`config.mk`:
```
export PLATFORM = sky130hd
export DESIGN_NAME = tdp_divider
export DESIGN_NICKNAME = d
export VERILOG_FILES = /design/src/rtl/core/tdp_pkg.sv /design/src/rtl/core/tdp_divider.sv
export SDC_FILE = /design/constraint.sdc
export NUM_CORES = 1
export LEC_CHECK = 0
export CORE_MARGIN = 3
export CORE_UTILIZATION = 55
export CTS_CLUSTER_SIZE = 28
export DETAILED_ROUTE_END_ITERATION = 10
export DONT_BUFFER_PORTS = 1
export GPL_TIMING_DRIVEN = 0
export PLACE_DENSITY_LB_ADDON = 0.25
export SLEW_MARGIN = 20
export SYNTH_ARGS = -nofsm -noshare
export SYNTH_HDL_FRONTEND = slang
export SYNTH_SLANG_ARGS = --single-unit
export TNS_END_PERCENT = 5
```
`constraint.sdc`:
```
create_clock -name i_clk -period 5.3 [get_ports i_clk]
set_input_delay 0.265 -clock i_clk [delete_from_list [all_inputs] [get_ports i_clk]]
set_output_delay 0.265 -clock i_clk [all_outputs]
set_load 0.05 [all_outputs]
```
`src/rtl/core/tdp_pkg.sv`:
```
`timescale 1ns / 1ps

package tdp_pkg;

    // default operand width
    localparam int VALUE_WIDTH_DEF = 32;

    // the only even prime, also the smallest prime
    localparam int SMALLEST_PRIME = 2;

    // odd trial divisors start here and advance by the step
    localparam int FIRST_DIVISOR = 3;
    localparam int DIVISOR_STEP  = 2;

endpackage

```
`src/rtl/core/tdp_divider.sv`:
```
`timescale 1ns / 1ps

module tdp_divider #(
    parameter int VALUE_WIDTH = tdp_pkg::VALUE_WIDTH_DEF
) (
    input  logic                   i_clk,
    input  logic                   i_rst_n,
    input  logic                   i_start,
    input  logic [VALUE_WIDTH-1:0] i_dividend,
    input  logic [VALUE_WIDTH-1:0] i_divisor,
    output logic                   o_done,
    output logic [VALUE_WIDTH-1:0] o_quotient,
    output logic [VALUE_WIDTH-1:0] o_remainder
);
    import tdp_pkg::*;

    localparam int CW = $clog2(VALUE_WIDTH);

    logic                   r_busy;
    logic                   n_busy;
    logic                   r_done;
    logic                   n_done;
    logic [CW-1:0]          r_count;
    logic [CW-1:0]          n_count;
    logic [VALUE_WIDTH-1:0] r_rem;
    logic [VALUE_WIDTH-1:0] n_rem;
    logic [VALUE_WIDTH-1:0] r_quo;
    logic [VALUE_WIDTH-1:0] n_quo;
    logic [VALUE_WIDTH-1:0] r_div;
    logic [VALUE_WIDTH-1:0] n_div;
    logic [VALUE_WIDTH:0]   shifted;
    logic [VALUE_WIDTH:0]   diff;
    logic                   fits;

    // one restoring step per cycle, msb first
    assign shifted = {r_rem, r_quo[VALUE_WIDTH-1]};
    assign diff    = shifted - {1'b0, r_div};
    assign fits    = shifted >= {1'b0, r_div};

    always_comb begin
        n_busy  = r_busy;
        n_done  = 1'b0;
        n_count = r_count;
        n_rem   = r_rem;
        n_quo   = r_quo;
        n_div   = r_div;
        if (r_busy) begin
            n_rem = fits ? diff[VALUE_WIDTH-1:0] : shifted[VALUE_WIDTH-1:0];
            n_quo = {r_quo[VALUE_WIDTH-2:0], fits};
            if (r_count == CW'(VALUE_WIDTH - 1)) begin
                n_busy = 1'b0;
                n_done = 1'b1;
            end else begin
                n_count = r_count + 1'b1;
            end
        end else if (i_start) begin
            n_busy  = 1'b1;
            n_count = '0;
            n_rem   = '0;
            n_quo   = i_dividend;
            n_div   = i_divisor;
        end
    end

    always_ff @(posedge i_clk) begin
        if (!i_rst_n) begin
            r_busy  <= 1'b0;
            r_done  <= 1'b0;
            r_count <= '0;
        end else begin
            r_busy  <= n_busy;
            r_done  <= n_done;
            r_count <= n_count;
        end
        r_rem <= n_rem;
        r_quo <= n_quo;
        r_div <= n_div;
    end

    assign o_done      = r_done;
    assign o_quotient  = r_quo;
    assign o_remainder = r_rem;

    // the remainder never reaches the divisor once the pass is over
    assert property (@(posedge i_clk) disable iff (!i_rst_n)
        r_done |-> (r_rem < r_div))
        else $error("remainder not below divisor");

    // done only follows a busy pass
    assert property (@(posedge i_clk) disable iff (!i_rst_n)
        r_done |-> $past(r_busy))
        else $error("done without a pass");

    // a start is never issued while a pass runs
    assert property (@(posedge i_clk) disable iff (!i_rst_n)
        r_busy |-> !i_start)
        else $error("start while busy");

endmodule

```
==> results of run 1 <==
cell families after synthesis:
logic type	after synthesis
compound gates	114
buf+inv	64
simple gates	129
xor+xnor	27
flops	103
mux	57
fa+ha+maj	35
metrics by stage:
step | hold slack, ns | area [um^2] | instances | utilization [%]
floorplan | 0.364 | 5930 | 529 | -
CTS | 0.0582 | 6660 | 715 | 63.9
finish | 0.0865 | 6660 | 715 | 63.9
global route | 0.0614 | 6660 | 715 | 63.9
global placement | 0.364 | 6100 | 665 | 58.6
detailed placement | 0.364 | 6160 | 667 | 59.1
sequential cells by signal (all words and copies together), names as in the netlist:
name,cells
o_remainder,32
o_quotient,32
o_done,1
r_div,32
r_count,5
r_busy,1
Yosys cell counts, types with 3 or more instances:
cell,number
edfxtp_1,96
nor2_1,51
inv_1,39
ha_1,34
a21oi_1,31
mux2_2,31
mux2i_1,26
nand2_1,26
a21o_1,22
clkbuf_1,21
o21ai_0,21
xnor2_1,19
nand3_1,14
nor2b_1,10
nand4_1,8
xor2_1,8
dfxtp_1,7
a31oi_1,6
a211oi_1,5
nor3_1,5
o21a_1,5
a311oi_1,4
and3_1,4
a22oi_1,3
buf_6,3
o2111ai_1,3
worst max-delay path, stage by stage, from the launching register on:
cell	delay [ns]
edfxtp_1	0.65
ha_1	0.48
a21o_1	0.21
a21oi_1	0.13
o21ai_0	0.25
a311o_1	0.52
a21oi_1	0.34
o21bai_2	0.19
a21oi_4	0.40
buf_6	0.24
mux2i_1	0.22
nor2_1	0.07
worst min path at each step:
stage               endpoint           from  cells past startpoint
6_report       o_quotient[5]  i_dividend[5]                      1
5_1_grt        o_quotient[5]  i_dividend[5]                      1
4_1_cts        o_quotient[5]  i_dividend[5]                      1
3_5_place_dp       r_div[21]  i_divisor[21]                      0
3_3_place_gp       r_div[21]  i_divisor[21]                      0
2_1_floorplan       r_div[0]   i_divisor[0]                      0
power breakdown:
group	leakage (nW)	internal [mW]	switching, mW
sequential	1.03	1.00	0.305
combinational	1.66	0.319	0.399
clock	0.0943	0.188	0.281
layer usage:
metal,share of wire (%),up-vias
met2,48,177
met5,0,-
li1,-,2020
met3,9.5,14
met4,1.4,0
met1,41,1972
final cells by class:
type / instances / area, um^2 / share of cell area (%)
Buffer: 25 / 120 / 1.80
Clock buffer: 11 / 141 / 2.12
Clock inverter: 5 / 40.0 / 0.601
Inverter: 39 / 146 / 2.20
Multi-Input combinational cell: 362 / 2650 / 39.8
Sequential cell: 103 / 3020 / 45.4
Tap cell: 136 / 170 / 2.56
Timing Repair Buffer: 34 / 368 / 5.52
timing repair:
item,in CTS,in global routing
hold endpoints to repair,32,0
hold buffers,32,0
buffers inserted,0,0
==> flow_metrics.tcl, run 1 <==
set metrics [dict create \
    finalHoldViolations 0 \
    ys_warn_count 0 \
    grtUsageTotal_pct 22.9 \
    end_kind "flop" \
    yosys-top-cells-area "edfxtp_1 (49%), ha_1 (7.2%), mux2_2 (5.9%)" \
    syn_nets 631 \
    cp-endpoint "o_remainder[19]" \
    synth_compound_area_share_pct 12.7 \
    cts.path.max_buffers 2 \
    synth_area_um2 5930 \
    htreeDepth 3 \
    synth_edf_count 96 \
    synth_ff_type "edfxtp_1" \
    vias 4183 \
    ys_seq_elements 103 \
    die_area_um2 12100 \
    leakage_nw 2.78 \
    routedWlPerCell_um 18.4 \
    synth_top_family_by_area "compound AO/OA/AOI/OAI gates" \
    final-setup-viol-count 0 \
    r2r-start "o_remainder[2]" \
    synthAdderAreaFrac_pct 7.51 \
    tritoncts "done" \
    ff2ff_path_depth 11 \
    synthArstFlopShare_pct 0 \
    initial_core_util_pct 56.9 \
    rsz0062_at_grt "no" \
    status "finished, final reports clean" \
    tns_ns 0 \
    synth_cell_types 47 \
    pre_cts_slack_ns 1.34 \
    path_max_fanout 10 \
    n_antenna_cell 0 \
    setup_ws_ns 1.32 \
    numPortBuffers 0 \
    synth.avg_cell_area_um2 11.2 \
    yosysTopAreaCell "edfxtp_1" \
    syn2layout_area_growth_pct 12.3 \
    io_pins 132 \
    routed_wl_um 13100 \
    clk_latency_ns 0.39 \
    drc 0 \
    power_mw 2.49 \
    worstSetupStartpoint "o_remainder[2]" \
    reg2reg_slack_ns 1.32 \
    min_path_type "input port to flop" \
    cts-root-buf "clkbuf_8" \
    rr_endpoint "o_remainder[19]" \
    yosysSeqAreaShare_pct 51.0 \
    gr-usage-met2_pct 38.5 \
    met3_usage_pct 8.93 \
    crit_path_start_kind "flop" \
    synth_xor_area_share_pct 3.99 \
    grt_antenna_before_repair 0 \
    worst_pin_slew_ns 0.647 \
    fin_nets 676 \
    period_share_pct 75.0 \
    grt_busiest_layer "met2" \
    drtPass1Iterations 5 \
    grt_pass1_vias 4243 \
    core_area_um2 10400 \
    maxSlewHeadroom_pct 56.4 \
    cts.repair.resized 0 \
    grt_use_met1_pct 26.3 \
    synth-simple-area-share_pct 10.1 \
    ant_nets 0 \
    path_class "flop to flop" \
    clk_transition_reported_paths_ns 0.10 \
    critPathRequiredTime_ns 5.42 \
    overflow 0 \
    dpl.hpwl_um 9650 \
    grt_max_degree 37 \
    die_height_um 110 \
    powerDensity_nw_per_um2 374 \
    grt_pass1_wl_um 21000 \
    synthMuxAreaShare_pct 10.3 \
    drtIter0Drc 216 \
    finClkSkew_ns 0.0133 \
    clock_sinks 103 \
    fillers 858 \
    max_freq_mhz 252 \
    die_w_um 110 \
    final_cell_mix "edfxtp_1 (96), nor2_1 (51), inv_1 (39)" \
    place_congestion 0.880 \
    cts_made_buffers 9 \
    slew_violations 0 \
    vias_per_cell 5.85 \
    drive_gt1_share_pct 9.67 \
    cp_data_arrival_time_ns 4.10 \
    maxCapViolCount 0 \
    fin_crit_ns 3.98 \
    ir_drop_mv 0.252 \
    netlist_instances 529 \
    row_count 37 \
    synth.top_cell.area_share_pct 48.6 \
    mostFrequentLayoutCell "edfxtp_1" \
]
No activity file was read; power rests on OpenSTA's default activity.
==> run 2, diff against run 1 <==
clock period = 4 ns   (was 5.3 ns; I/O delays follow)
==> flow_metrics.tcl, run 2 (synthesized netlist as in run 1, its figures left out) <==
set metrics [dict create \
    overflow 0 \
    r2r-start "o_remainder[25]" \
    slew_violations 0 \
    cts.path.max_buffers 2 \
    die_w_um 110 \
    cts-root-buf "clkbuf_8" \
    grt_max_degree 37 \
    power_mw 3.33 \
    leakage_nw 2.84 \
    dpl.hpwl_um 9650 \
    path_buf_inv 1 \
    clock_sinks 103 \
    powerDensity_nw_per_um2 491 \
    final-setup-viol-count 0 \
    drtPass1Iterations 5 \
    grt_pass1_vias 4281 \
    routed_wl_um 13600 \
    place_congestion 0.880 \
    vias 4222 \
    grt_pass1_wl_um 21400 \
    final_cell_mix "edfxtp_1 (96), nor2_1 (51), dlygate4sd3_1 (43)" \
    syn2layout_area_growth_pct 14.5 \
    drtIter0Drc 200 \
    cp_slowest_cell "edfxtp_1" \
    dpl.cell_count 667 \
    crit_path_start_kind "flop" \
    critPathRequiredTime_ns 4.12 \
    clk_latency_ns 0.39 \
    finClkSkew_ns 0.0145 \
    fin_util_pct 65.2 \
    cts_made_buffers 9 \
    path_class "flop to flop" \
    period_share_pct 94.1 \
    cp_data_arrival_time_ns 3.88 \
    mostFrequentLayoutCell "edfxtp_1" \
    tritoncts "done" \
    end_kind "flop" \
    final_cell_area_um2 6790 \
    max_freq_mhz 266 \
    row_count 37 \
    drc 0 \
    die_height_um 110 \
    slowest_delay_ns 0.64 \
    maxSlewHeadroom_pct 60.1 \
    fin_nets 689 \
    wl_met1_um 5400 \
    crit_path_frequent_cell "a21o_1" \
    drive_gt1_share_pct 9.97 \
    maxCapViolCount 0 \
    initial_core_util_pct 56.9 \
    finalNonFillerCells 728 \
    numPortBuffers 0 \
    hold_start "i_dividend[7]" \
    setup_ws_ns 0.238 \
    vias_per_cell 5.80 \
    path_cells "ha_1 > a21o_1 > a21o_1 > a21o_1 > a221o_1 > a21o_1 > a211o_1 > a21oi_4 > buf_6 > mux2i_1 > nor2_1" \
    clk_transition_reported_paths_ns 0.10 \
    fillers 837 \
    pre_cts_slack_ns 0.0394 \
    finalHoldViolations 0 \
    htreeDepth 3 \
    dpl_cell_area_um2 6160 \
    worst_pin_slew_ns 0.593 \
    grt_antenna_before_repair 0 \
    min_path_type "input port to flop" \
    n_antenna_cell 0 \
    io_pins 132 \
    worstSetupStartpoint "o_remainder[25]" \
    ant_nets 0 \
    ir_drop_mv 0.294 \
    path_max_fanout 10 \
    fin_crit_ns 3.76 \
    die_area_um2 12100 \
    core_area_um2 10400 \
    hold_slack_ns 0.0202 \
    highest_layer "met4" \
    routedWlPerCell_um 18.6 \
    met2WireLength_um 6640 \
    tns_ns 0 \
    crit_family "compound AO/OA/AOI/OAI gates" \
    rsz0062_at_grt "no" \
    status "finished, final reports clean" \
    grtUsageTotal_pct 23.3 \
    wl_met3_um 1310 \
]
run 2: cell type report:
class | count | area, um^2 | area share (%)
plain buffers | 25 | 120 | 1.77
clock buffers | 11 | 141 | 2.08
clock inverters | 5 | 40.0 | 0.590
inverters | 39 | 146 | 2.16
multi-input cells | 362 | 2650 | 39.1
flip-flops and latches | 103 | 3020 | 44.5
well taps | 136 | 170 | 2.51
repair buffers | 47 | 493 | 7.26
run 2: worst paths after layout:
check / end / slack (ns) / cells past startpoint
worst max-delay path: o_remainder[19] / 0.24 / 11
worst min-delay path: o_quotient[7] / 0.02 / 1
worst max register to register: o_remainder[19] / 0.24 / 11
worst min register to register: r_count[2] / 0.53 / 1
run 2: power by group:
group / switching (mW) / internal, mW / total [mW]
clock: 0.378 / 0.249 / 0.627
sequential: 0.407 / 1.33 / 1.73
combinational: 0.534 / 0.437 / 0.971
total: 1.32 / 2.01 / 3.33
run 2: layer usage:
layer  vias up  track usage, %
li1       2046               -
met1      1989            26.6
met2       170            39.6
met3        17            8.98
met4         0            8.73
met5         -               0
run 2: what timing repair did:
action | CTS | global route
endpoints found under the hold margin | 42 | 1
setup buffers | 0 | 2
resized for setup | 0 | 2
endpoints found under the setup margin | 0 | 26
hold buffers | 42 | 1
